[src/hw/rtl/b64d_pkg.sv]
// ----------------------------------------------------------------------------
// b64d_pkg
// Shared types, character constants and the symbol lookup for the decoder.
// ----------------------------------------------------------------------------
`default_nettype none

package b64d_pkg;

  localparam logic [7:0] CharPad   = 8'h3D;  // '='
  localparam logic [7:0] CharDash  = 8'h2D;  // '-', URL form of '+'
  localparam logic [7:0] CharUnder = 8'h5F;  // '_', URL form of '/'
  localparam logic [7:0] CharPlus  = 8'h2B;
  localparam logic [7:0] CharSlash = 8'h2F;
  localparam logic [7:0] CharSpace = 8'h20;
  localparam logic [5:0] ValPlus   = 6'd62;
  localparam logic [5:0] ValSlash  = 6'd63;

  // One queue entry: everything one input beat produces.
  typedef struct packed {
    logic [7:0] byte1;
    logic [7:0] byte0;
    logic [1:0] nbytes;  // 0..2 decoded bytes
    logic       fin;     // last beat of the stream
    logic       err;     // error flag after this beat
  } b64d_entry_t;

  typedef struct packed {
    logic       valid;
    logic [5:0] val;
  } b64d_sym_t;

  function automatic b64d_sym_t sym_decode(input logic [7:0] c);
    b64d_sym_t  r;
    logic [7:0] d;
    r = '0;
    d = '0;
    if (c >= 8'h41 && c <= 8'h5A) begin
      d = c - 8'h41;
      r = '{valid: 1'b1, val: d[5:0]};
    end else if (c >= 8'h61 && c <= 8'h7A) begin
      d = c - 8'd71;
      r = '{valid: 1'b1, val: d[5:0]};
    end else if (c >= 8'h30 && c <= 8'h39) begin
      d = c + 8'd4;
      r = '{valid: 1'b1, val: d[5:0]};
    end else if (c == CharPlus || c == CharDash) begin
      r = '{valid: 1'b1, val: ValPlus};
    end else if (c == CharSlash || c == CharUnder) begin
      r = '{valid: 1'b1, val: ValSlash};
    end
    return r;
  endfunction

  function automatic logic is_space(input logic [7:0] c);
    return (c == CharSpace) || (c >= 8'd9 && c <= 8'd13);
  endfunction

endpackage

`default_nettype wire

[src/hw/rtl/base64_stream_decoder.sv]
// ----------------------------------------------------------------------------
// base64_stream_decoder
// Streaming base64 decoder, standard and URL alphabets, one char per beat.
// ----------------------------------------------------------------------------
// Path: a result beat is written into the queue at the edge that accepts its
//   input beat, then loaded into the output register once it is at the queue
//   head and the output register is free.
// Throughput: one input beat per cycle unless the queue is full, one output
//   beat per cycle while the receiver is ready; a character releasing two
//   bytes takes two output beats, which the queue of FifoDepth entries absorbs.
// Reset: rst_ni clears decode state, queue and output valid; no clearing pass.
// ----------------------------------------------------------------------------
`default_nettype none

module base64_stream_decoder #(
  parameter int FifoDepth = 4
) (
  input  wire logic       clk_i,
  input  wire logic       rst_ni,
  // input stream
  input  wire logic       s_axis_tvalid,
  output logic            s_axis_tready,
  input  wire logic [7:0] s_axis_tdata,   // [7:0] symbol
  input  wire logic       s_axis_tlast,   // final_req
  // output stream
  output logic            m_axis_tvalid,
  input  wire logic       m_axis_tready,
  output logic [7:0]      m_axis_tdata,   // [7:0] data_byte
  output logic [1:0]      m_axis_tuser,   // [0] has_data, [1] bad_input
  output logic            m_axis_tlast    // stream_end
);
  import b64d_pkg::*;

  logic        accept;
  logic        push;
  logic        full;
  logic        pop;
  logic        head_valid;
  b64d_entry_t entry;
  b64d_entry_t head;

  // Front only stalls when the queue is full; the output side never
  // backs up directly into the input.
  assign s_axis_tready = !full;
  assign accept        = s_axis_tvalid && s_axis_tready;

  // Front: whitespace skip, alphabet lookup, group assembly, pad and error
  // tracking, hold of the first byte until the stream proves long enough.
  b64d_front u_front (
    .clk_i    (clk_i),
    .rst_ni   (rst_ni),
    .accept_i (accept),
    .symbol_i (s_axis_tdata),
    .final_i  (s_axis_tlast),
    .push_o   (push),
    .entry_o  (entry)
  );

  // Queue of per-beat results (0..2 bytes, end and error flags).
  b64d_fifo #(
    .Depth (FifoDepth),
    .Width ($bits(b64d_entry_t))
  ) u_fifo (
    .clk_i   (clk_i),
    .rst_ni  (rst_ni),
    .push_i  (push),
    .wdata_i (entry),
    .full_o  (full),
    .pop_i   (pop),
    .rdata_o (head),
    .valid_o (head_valid)
  );

  // Back: serializes each entry into one or two output beats.
  b64d_back u_back (
    .clk_i        (clk_i),
    .rst_ni       (rst_ni),
    .head_valid_i (head_valid),
    .head_i       (head),
    .pop_o        (pop),
    .m_tvalid_o   (m_axis_tvalid),
    .m_tready_i   (m_axis_tready),
    .m_tdata_o    (m_axis_tdata),
    .m_tuser_o    (m_axis_tuser),
    .m_tlast_o    (m_axis_tlast)
  );

  // A beat without data only marks a stream end or a fresh error.
  a_empty_beat: assert property (@(posedge clk_i) disable iff (!rst_ni)
    m_axis_tvalid && !m_axis_tuser[0] |-> m_axis_tlast || m_axis_tuser[1])
    else $error("empty result beat without end or error");

  // Decoded bytes never travel with the error flag.
  a_bytes_no_err: assert property (@(posedge clk_i) disable iff (!rst_ni)
    push && entry.nbytes != 2'd0 |-> !entry.err)
    else $error("bytes queued after an error");

  // At most two bytes per character, and empty entries need a reason.
  a_entry_shape: assert property (@(posedge clk_i) disable iff (!rst_ni)
    push |-> entry.nbytes != 2'd3 && (entry.nbytes != 2'd0 || entry.fin || entry.err))
    else $error("malformed queue entry");

endmodule

`default_nettype wire

[src/hw/rtl/b64d_front.sv]
// ----------------------------------------------------------------------------
// b64d_front
// Classifies each character, advances the group state, builds a queue entry.
// ----------------------------------------------------------------------------
`default_nettype none

module b64d_front (
  input  wire logic                 clk_i,
  input  wire logic                 rst_ni,
  input  wire logic                 accept_i,
  input  wire logic [7:0]           symbol_i,
  input  wire logic                 final_i,
  output logic                      push_o,
  output b64d_pkg::b64d_entry_t     entry_o
);
  import b64d_pkg::*;

  logic [5:0] left_q, left_d;
  logic [1:0] pos_q, pos_d;
  logic [1:0] cnt_q, cnt_d;
  logic [7:0] held_q, held_d;
  logic       held_vld_q, held_vld_d;
  logic [1:0] pad_q, pad_d;
  logic       err_q, err_d;

  b64d_sym_t  sym;
  logic       new_err;
  logic       have;
  logic [7:0] b;
  logic [1:0] nb;
  logic [7:0] b0, b1;

  always_comb begin
    sym        = sym_decode(symbol_i);
    left_d     = left_q;
    pos_d      = pos_q;
    cnt_d      = cnt_q;
    held_d     = held_q;
    held_vld_d = held_vld_q;
    pad_d      = pad_q;
    err_d      = err_q;
    new_err    = 1'b0;
    have       = 1'b0;
    b          = '0;
    nb         = '0;
    b0         = '0;
    b1         = '0;

    if (!is_space(symbol_i) && !err_q) begin
      if (cnt_q != 2'd3) cnt_d = cnt_q + 2'd1;
      if (symbol_i == CharPad) begin
        if (pad_q >= 2'd2) begin
          err_d   = 1'b1;
          new_err = 1'b1;
        end else begin
          pad_d = pad_q + 2'd1;
        end
      end else if (!sym.valid || pad_q != 2'd0) begin
        err_d   = 1'b1;
        new_err = 1'b1;
      end else begin
        unique case (pos_q)
          2'd0: left_d = sym.val;
          2'd1: begin
            b      = {left_q, sym.val[5:4]};
            left_d = {2'b00, sym.val[3:0]};
            have   = 1'b1;
          end
          2'd2: begin
            b      = {left_q[3:0], sym.val[5:2]};
            left_d = {4'b0000, sym.val[1:0]};
            have   = 1'b1;
          end
          default: begin
            b      = {left_q[1:0], sym.val};
            left_d = '0;
            have   = 1'b1;
          end
        endcase
        pos_d = pos_q + 2'd1;
        if (have) begin
          if (cnt_d != 2'd3) begin
            held_d     = b;
            held_vld_d = 1'b1;
          end else if (held_vld_q) begin
            b0         = held_q;
            b1         = b;
            nb         = 2'd2;
            held_vld_d = 1'b0;
          end else begin
            b0 = b;
            nb = 2'd1;
          end
        end
      end
      // held first byte comes out once the third significant char is seen
      if (!err_d && cnt_d == 2'd3 && held_vld_d) begin
        b0         = held_d;
        nb         = 2'd1;
        held_vld_d = 1'b0;
      end
    end

    if (final_i) begin
      left_d     = '0;
      pos_d      = '0;
      cnt_d      = '0;
      held_d     = '0;
      held_vld_d = 1'b0;
      pad_d      = '0;
      err_d      = 1'b0;
    end
  end

  assign push_o  = accept_i && (nb != 2'd0 || final_i || new_err);
  assign entry_o = '{byte1: b1, byte0: b0, nbytes: nb, fin: final_i,
                     err: err_q | new_err};

  always_ff @(posedge clk_i or negedge rst_ni) begin
    if (!rst_ni) begin
      left_q     <= '0;
      pos_q      <= '0;
      cnt_q      <= '0;
      held_q     <= '0;
      held_vld_q <= 1'b0;
      pad_q      <= '0;
      err_q      <= 1'b0;
    end else if (accept_i) begin
      left_q     <= left_d;
      pos_q      <= pos_d;
      cnt_q      <= cnt_d;
      held_q     <= held_d;
      held_vld_q <= held_vld_d;
      pad_q      <= pad_d;
      err_q      <= err_d;
    end
  end

endmodule

`default_nettype wire

[src/hw/rtl/b64d_fifo.sv]
// ----------------------------------------------------------------------------
// b64d_fifo
// Small register queue between front and back, head visible without a pop.
// ----------------------------------------------------------------------------
`default_nettype none

module b64d_fifo #(
  parameter int Depth = 4,
  parameter int Width = 8
) (
  input  wire logic             clk_i,
  input  wire logic             rst_ni,
  input  wire logic             push_i,
  input  wire logic [Width-1:0] wdata_i,
  output logic                  full_o,
  input  wire logic             pop_i,
  output logic [Width-1:0]      rdata_o,
  output logic                  valid_o
);

  localparam int PtrW = (Depth > 1) ? $clog2(Depth) : 1;
  localparam int CntW = $clog2(Depth + 1);
  localparam logic [PtrW-1:0] PtrLast = PtrW'(Depth - 1);
  localparam logic [CntW-1:0] CntFull = CntW'(Depth);

  logic [Width-1:0] mem_q [Depth];
  logic [PtrW-1:0]  wr_q, rd_q;
  logic [CntW-1:0]  cnt_q;

  assign full_o  = (cnt_q == CntFull);
  assign valid_o = (cnt_q != '0);
  assign rdata_o = mem_q[rd_q];

  always_ff @(posedge clk_i) begin
    if (push_i) mem_q[wr_q] <= wdata_i;
  end

  always_ff @(posedge clk_i or negedge rst_ni) begin
    if (!rst_ni) begin
      wr_q  <= '0;
      rd_q  <= '0;
      cnt_q <= '0;
    end else begin
      if (push_i) wr_q <= (wr_q == PtrLast) ? '0 : wr_q + PtrW'(1);
      if (pop_i)  rd_q <= (rd_q == PtrLast) ? '0 : rd_q + PtrW'(1);
      if (push_i && !pop_i)      cnt_q <= cnt_q + CntW'(1);
      else if (pop_i && !push_i) cnt_q <= cnt_q - CntW'(1);
    end
  end

endmodule

`default_nettype wire

[src/hw/rtl/b64d_back.sv]
// ----------------------------------------------------------------------------
// b64d_back
// Splits each queue entry into output beats and holds the output register.
// ----------------------------------------------------------------------------
`default_nettype none

module b64d_back (
  input  wire logic                  clk_i,
  input  wire logic                  rst_ni,
  input  wire logic                  head_valid_i,
  input  wire b64d_pkg::b64d_entry_t head_i,
  output logic                       pop_o,
  output logic                       m_tvalid_o,
  input  wire logic                  m_tready_i,
  output logic [7:0]                 m_tdata_o,
  output logic [1:0]                 m_tuser_o,
  output logic                       m_tlast_o
);
  import b64d_pkg::*;

  logic       idx_q;
  logic       vld_q;
  logic [7:0] data_q;
  logic [1:0] user_q;
  logic       last_q;
  logic       load;
  logic       last_of_entry;

  // second beat only exists when the entry carries two bytes
  assign last_of_entry = idx_q || (head_i.nbytes != 2'd2);
  assign load          = head_valid_i && (!vld_q || m_tready_i);
  assign pop_o         = load && last_of_entry;

  always_ff @(posedge clk_i or negedge rst_ni) begin
    if (!rst_ni) begin
      idx_q <= 1'b0;
      vld_q <= 1'b0;
    end else begin
      if (load) begin
        vld_q <= 1'b1;
        idx_q <= !last_of_entry;
      end else if (m_tready_i) begin
        vld_q <= 1'b0;
      end
    end
  end

  always_ff @(posedge clk_i) begin
    if (load) begin
      data_q <= idx_q ? head_i.byte1 : head_i.byte0;
      user_q <= {head_i.err, head_i.nbytes != 2'd0};
      last_q <= head_i.fin && last_of_entry;
    end
  end

  assign m_tvalid_o = vld_q;
  assign m_tdata_o  = data_q;
  assign m_tuser_o  = user_q;
  assign m_tlast_o  = last_q;

endmodule

`default_nettype wire

[config.mk]
export PLATFORM = sky130hd
export DESIGN_NAME = base64_stream_decoder
export DESIGN_NICKNAME = d
export VERILOG_FILES = /design/src/hw/rtl/b64d_pkg.sv /design/src/hw/rtl/base64_stream_decoder.sv /design/src/hw/rtl/b64d_front.sv /design/src/hw/rtl/b64d_fifo.sv /design/src/hw/rtl/b64d_back.sv
export SDC_FILE = /design/constraint.sdc
export NUM_CORES = 1
export LEC_CHECK = 0
export BUFFER_PORTS_ARGS = -buffer_cell sky130_fd_sc_hd__buf_4
export CAP_MARGIN = 25
export CORE_ASPECT_RATIO = 2
export CORE_UTILIZATION = 50
export CTS_CLUSTER_DIAMETER = 30
export CTS_CLUSTER_SIZE = 25
export DETAILED_ROUTE_END_ITERATION = 8
export GPL_TIMING_DRIVEN = 0
export HOLD_SLACK_MARGIN = 0.1
export PLACE_DENSITY = 0.74
export SKIP_CTS_REPAIR_TIMING = 1
export SLEW_MARGIN = 20
export SYNTH_ARGS = -nofsm -noshare
export SYNTH_HDL_FRONTEND = slang
export SYNTH_SLANG_ARGS = --single-unit
[constraint.sdc]
create_clock -name clk_i -period 2.6 [get_ports clk_i]
set_input_delay 0.52 -clock clk_i [delete_from_list [all_inputs] [get_ports clk_i]]
set_output_delay 0.52 -clock clk_i [all_outputs]
set_load 0.005 [all_outputs]
After elaboration in Yosys (flattened, before gate mapping). Memories as Yosys holds them, arrays and structs flattened. Index checks and enable logic that the tools add are counted.

$lt $le $gt $ge: 9. Reduce and logical (&&, ||, !) cells: 43. Bitwise gates (word level): 1. Equality and inequality tests: 18. Add/subtract/negate cells: 10. Muxes and demuxes: 80.

Operators by type and width (number): 8-bit 2-to-1 mux (20); 2-bit 2-to-1 mux (21); 8-bit by 6-bit equality test with 1-bit output (second input constant) (5); 7-bit 2-to-1 mux (5); 1-bit 2-to-1 mux (26); 6-bit 2-to-1 mux (4); 8-bit case mux with 3 select lines (1); 6-bit case mux with 3 select lines (1); 8-bit by 7-bit >= comparator with 1-bit output (second input constant) (2); 8-bit by 7-bit <= comparator with 1-bit output (second input constant) (2); 1-bit logical AND (14); 2-bit nonzero test (7); 2-bit inequality test (second input constant) (6); 2-bit by 1-bit adder with 2-bit output (second input constant) (5); 1-bit zero test (9); 2-bit equality test (second input constant) (4); 8-bit by 7-bit equality test with 1-bit output (second input constant) (1); 8-bit by 4-bit >= comparator with 1-bit output (second input constant) (1); 8-bit by 6-bit >= comparator with 1-bit output (second input constant) (1); 8-bit by 4-bit <= comparator with 1-bit output (second input constant) (1); 8-bit by 6-bit <= comparator with 1-bit output (second input constant) (1); 1-bit logical OR (8); 4-bit AND reduction (2); 6-bit by 3-bit adder with 6-bit output (second input constant) (1); other kinds (12) (13).

Output and inout bits: 13. Bits of input ports: 13. Memories: 1. Bits in writable memories: 80. Word-level logic and storage cells: 177. Register bits after elaboration: 42.

Memory list: u_fifo.mem_q (words 4, width 20, read ports 1, clocked after memory_dff 0, wr ports 1, line b64d_fifo.sv:26) `logic [Width-1:0] mem_q [Depth];`.

Logic depth before layout (Yosys ltp).
Word-level depth: 27. Depth in mapped cells: 15. Depth with buffers taken out: 15.

Cells and area by module. A second synthesis with hierarchy kept.

Cell total of the unflattened synthesis: 470. Area, all modules: 6206.0 sq um.

By module, submodules not included: b64d_fifo (area an instance 3306.9 sq um, times used 1, cells an instance 141, seq. area each 2577.5 sq um); b64d_front (area an instance 2337.2 sq um, times used 1, cells an instance 296, seq. area each 550.5 sq um); b64d_back (area an instance 551.8 sq um, times used 1, cells an instance 31, seq. area each 380.4 sq um); base64_stream_decoder (area an instance 10.0 sq um, times used 1, cells an instance 2, seq. area each 0.0 sq um).

Worst setup path before layout. Ideal clock, no wire load.

Kind: input to register. From: in s_axis_tdata[1]. To: reg u_fifo.cnt_q[2]. Required time: 2.521 ns. Arrival: 3.152 ns. Buffers on the path: 0. Cell stages on the path: 15. Setup time: 0.079 ns. Setup slack: -0.631 ns. Cell sequence: inv_1 ha_1 nand2b_1 a211oi_1 a211o_4 a31oi_4 o21ai_1 a21oi_1 nor2_2 ha_1 inv_1 fa_1 xor2_1 nor2_1 xor2_1.

Longest elaborated chain between the ends: 24. Elaborated cells between the ends (all ways): 55. Classes of those cells: order compare: 8; eq/ne: 6; mux: 19; reduce/logical: 22.

Ends and longest elaborated chain: start: declaration (line base64_stream_decoder.sv:23) `input wire logic [7:0] s_axis_tdata,`; parallel branches: the longest is 19 deep, another holds 8-bit by 6-bit >= comparator with 1-bit output; 1-bit logical OR * (line b64d_front.sv:115) `assign push_o = accept_i && (nb != 2'd0 || final_i || new_err);`; 1-bit logical AND * (line b64d_front.sv:115); via push (line base64_stream_decoder.sv:35) `logic push;`; 1-bit zero test (line b64d_fifo.sv:47) `else if (pop_i && !push_i) cnt_q <= cnt_q - CntW'(1);`; 1-bit logical AND (line b64d_fifo.sv:47); 2-bit nonzero test (no line); end signal: assignment (line b64d_fifo.sv:46) `if (push_i && !pop_i) cnt_q <= cnt_q + CntW'(1);`; end signal: assignment (line b64d_fifo.sv:47); end: declaration (line b64d_fifo.sv:28) `logic [CntW-1:0] cnt_q;`.

Mark *: on every way through the listed nets, which the timed path passes. The select of a mux whose other input is x is not followed. A chain may end at the register's enable or synchronous reset.

Final worst setup path.
From: in s_axis_tdata[2]. To: reg u_fifo.cnt_q[1].

The elaborated chain is that of the path after synthesis.

==> summary.txt <==
Yosys
  • Synth Warn #: 0
  • Mux cell area share after synthesis: 10.8%
  • Post-synthesis compound-gate area fraction: 11.8%
  • Unique masters post-synth: 58
  • Avg Synthesized Cell Area: 13.5 um2
  • Post-synth EDFFs: 91
  • Share of the yosys chip area belonging to registers: 59.6%
  • Syn Inst Count: 435
  • Post-synthesis net count: 469
  • Synth Area in Simple Gates: 9.67%
  • Ys flop type: edfxtp_1
  • XOR/XNOR Fraction of Synth Area: 0.893%
  • Synth Area in Adders: 4.59%
  • Number of synthesized register bits: 122
  • Mapped Area: 5890 um2
  • Largest family of logic cells by synthesized area: compound AO/OA/AOI/OAI gates
  • Async SR Flop Fraction: 25.4%

Global route
  • Met2 usage: 41.2%
  • Vias in the first global route: 4,084
  • Remaining Overflow, GRT: 0
  • GRT met1 Usage: 22.0%
  • Total Routing Usage GR: 22.7%
  • Grt met3 use: 5.51%
  • GR peak layer: met2
  • Initial antenna violation count: 0
  • First-pass GRT wire length: 20.2 mm
  • Pin count of the biggest net entering global routing: 32

Critical path
  • CP required: 2890 ps
  • CP endpoint kind: register
  • Critical Path AT: 3100 ps
  • Critical path type: in2reg
  • Critical Path Source Type: input port
  • Crit Path Max Fanout: 6

Power and ir drop
  • Comb power frac: 29.7%
  • Switching share of power: 30.2%
  • Net Switching: 2.21 mW
  • Clock share of power: 32.1%
  • Pint: 5.12 mW
  • Leakage: 2.74 nW
  • Pwr Density: 986 nW/um2
  • Maximum vdd drop: 0.000618 V
  • Register share of total power: 38.1%

STA
  • RSZ-0062 raised after global routing: yes
  • Worst rel slew slack: 39.4%
  • Final period util: 108%
  • Tmin final: 2810 ps
  • Count of final setup violators: 35
  • Setup Skew: 8.26 ps
  • Setup slack after layout: -209 ps
  • Fmax: 356 MHz
  • Slew @ Worst Pin: 908 ps
  • Worst hold margin: 294 ps
  • Endpoints failing hold: 0
  • Slew Limit Fails: 0

Placement
  • Pre-CTS WS: -960 ps
  • I/O Buffers: 24
  • DP HPWL: 8.75 mm
  • Final GP Congestion: 0.845

CTS
  • CTS Buf Count: 17
  • Clock latency on the worst-skew pair: 410 ps
  • Clk sinks: 122
  • Worst-path clk slew: 60 ps
  • Clock root cell: clkbuf_16
  • CTS H-tree lvls: 4
  • Clock buffer depth: 2
  • CTS tree: built

Detailed routing
  • Drt initial violations: 231
  • Pre-antenna DRT Iters: 5
  • Final wirelength: 13.2 mm
  • # DRC: 0
  • Antenna-violating nets left: 0
  • Wirelength per Cell: 20.2 um
  • Vias per cell: 6.01
  • Via count: 3,945

Floorplan
  • Die X: 78.7 um
  • IO Pins: 26
  • Area of the core: 11,400 um2
  • Starting Density: 51.8%
  • Die height: 155 um
  • DIE AREA: 12,200 um2
  • Num rows: 55

Finish
  • Register area: 3510 um2
  • Most frequent cells in the layout: edfxtp_1 (91), buf_4 (46), dfrtp_1 (31)
  • FILL cells: 792
  • Synthesis-to-finish area growth: 26.3%
  • Multi-input logic area: 2600 um2
  • Count of nets after finishing: 535
  • Commonest non-fill, non-tap cell in the layout: edfxtp_1
  • Share of cells above drive strength 1: 36.2%
  • N_diodes: 0

Status
  • Outcome: finished with violations
  • Violated checks: negative setup slack

Job
  • Max Cap Violations: 0

Min path
  • Hold WC Path Type: in2reg
kinds of logic after synthesis:
group	Yosys count
XOR/XNOR	6
adder cells (fa/ha/maj)	21
AO/OA/AOI/OAI	99
buffers and inverters	39
flip-flops	122
multiplexers	36
AND/OR/NAND/NOR	112
metrics by stage:
step	area (um2)	util, %	total power, mW	TNS [ps]	cells
2_1_floorplan	6000	-	4.14	-3200	435
3_3_place_gp	6360	56.0	4.66	-85880	601
3_5_place_dp	6360	56.1	4.76	-90130	601
4_1_cts	6970	61.4	7.15	-20630	633
5_1_grt	7430	65.5	7.67	-7980	656
6_report	7430	65.5	7.33	-1670	656
final timing paths:
check / startpoint / end / slack [ps] / cells after the start
min in group asynchronous: rst_ni / u_back.idx_q / 580 / 2
hold reg to reg: u_front.left_q[4] / u_front.left_q[4] / 490 / 2
max in group asynchronous: rst_ni / u_front.held_q[2] / 1690 / 2
hold / removal: m_axis_tready / u_back.m_tvalid_o / 290 / 2
setup / recovery: s_axis_tdata[2] / u_fifo.cnt_q[1] / -210 / 14
setup reg to reg: u_front.pad_q[1] / u_fifo.cnt_q[1] / -140 / 11
critical path: stages:
cell	delay, ps
buf_12	90
clkinvlp_4	150
ha_4	230
a21oi_4	170
nor2_4	60
a211o_4	370
a31oi_4	170
o21ai_2	110
a21oi_4	210
nor2_4	70
ha_4	190
inv_4	50
fa_2	420
mux2_4	280
routing by layer:
layer	vias to the layer above	part of all wire, %
met1	1951	34
met5	-	0
met4	0	5.8
li1	1801	-
met2	133	57
met3	60	3.0
power groups by stage:
stage / clock network [mW] / registers, mW / logic [mW]
final: 2.36 / 2.80 / 2.18
after global routing: 2.47 / 2.84 / 2.36
after CTS: 2.38 / 2.79 / 1.97
after detailed placement: 0 / 2.82 / 1.94
after global placement: 0 / 2.79 / 1.87
after floorplan: 0 / 2.78 / 1.36
state kept, by name (all words and copies together), names as in the netlist, 2 cells and up:
signal            cells
u_back.m_tdata_o      8
u_back.m_tuser_o      2
u_fifo.cnt_q          3
u_fifo.mem_q         80
u_fifo.rd_q           2
u_fifo.wr_q           2
u_front.cnt_q         2
u_front.held_q        8
u_front.left_q        6
u_front.pad_q         2
u_front.pos_q         2
cells in the mapped netlist, drive strengths merged, types with 2 or more instances:
library cell  number  share of area, %
xnor2              4              0.60
mux4              20               7.7
xor2               2              0.30
or3                2              0.30
or2                2              0.21
a221oi             4              0.60
nor3               6              0.51
a21oi             19               1.6
nor4b              2              0.40
o2bb2ai            3              0.45
nand2             29               1.9
o21ai             22               1.9
a31oi              8               1.1
o211ai             3              0.38
and2              13               1.4
edfxtp            91                46
o31ai              4              0.51
nor2b              3              0.32
mux2              16               3.1
ha                20               4.3
clkbuf             9              0.57
buf                7              0.53
o41ai              2              0.30
nor3b              2              0.34
clkinv             2              0.21
nand4b             2              0.30
nor4               2              0.21
dfrtp             31                13
inv               21               1.3
nand2b             5              0.53
nand3              6              0.51
a211oi             2              0.26
a21o               3              0.38
a22o              13               1.9
a22oi              6              0.85
nor2              35               2.3
a311o              2              0.34
o22ai              3              0.32
layout make-up:
cell class / instances / share of cell area (%)
Clock inverter: 15 / 2.37
Multi-Input combinational cell: 274 / 34.9
Inverter: 23 / 1.35
Buffer: 15 / 0.875
Tap cell: 142 / 2.39
Timing Repair Buffer: 48 / 5.15
Sequential cell: 122 / 47.2
Clock buffer: 17 / 5.72
Power figures use the tool's default switching activity.
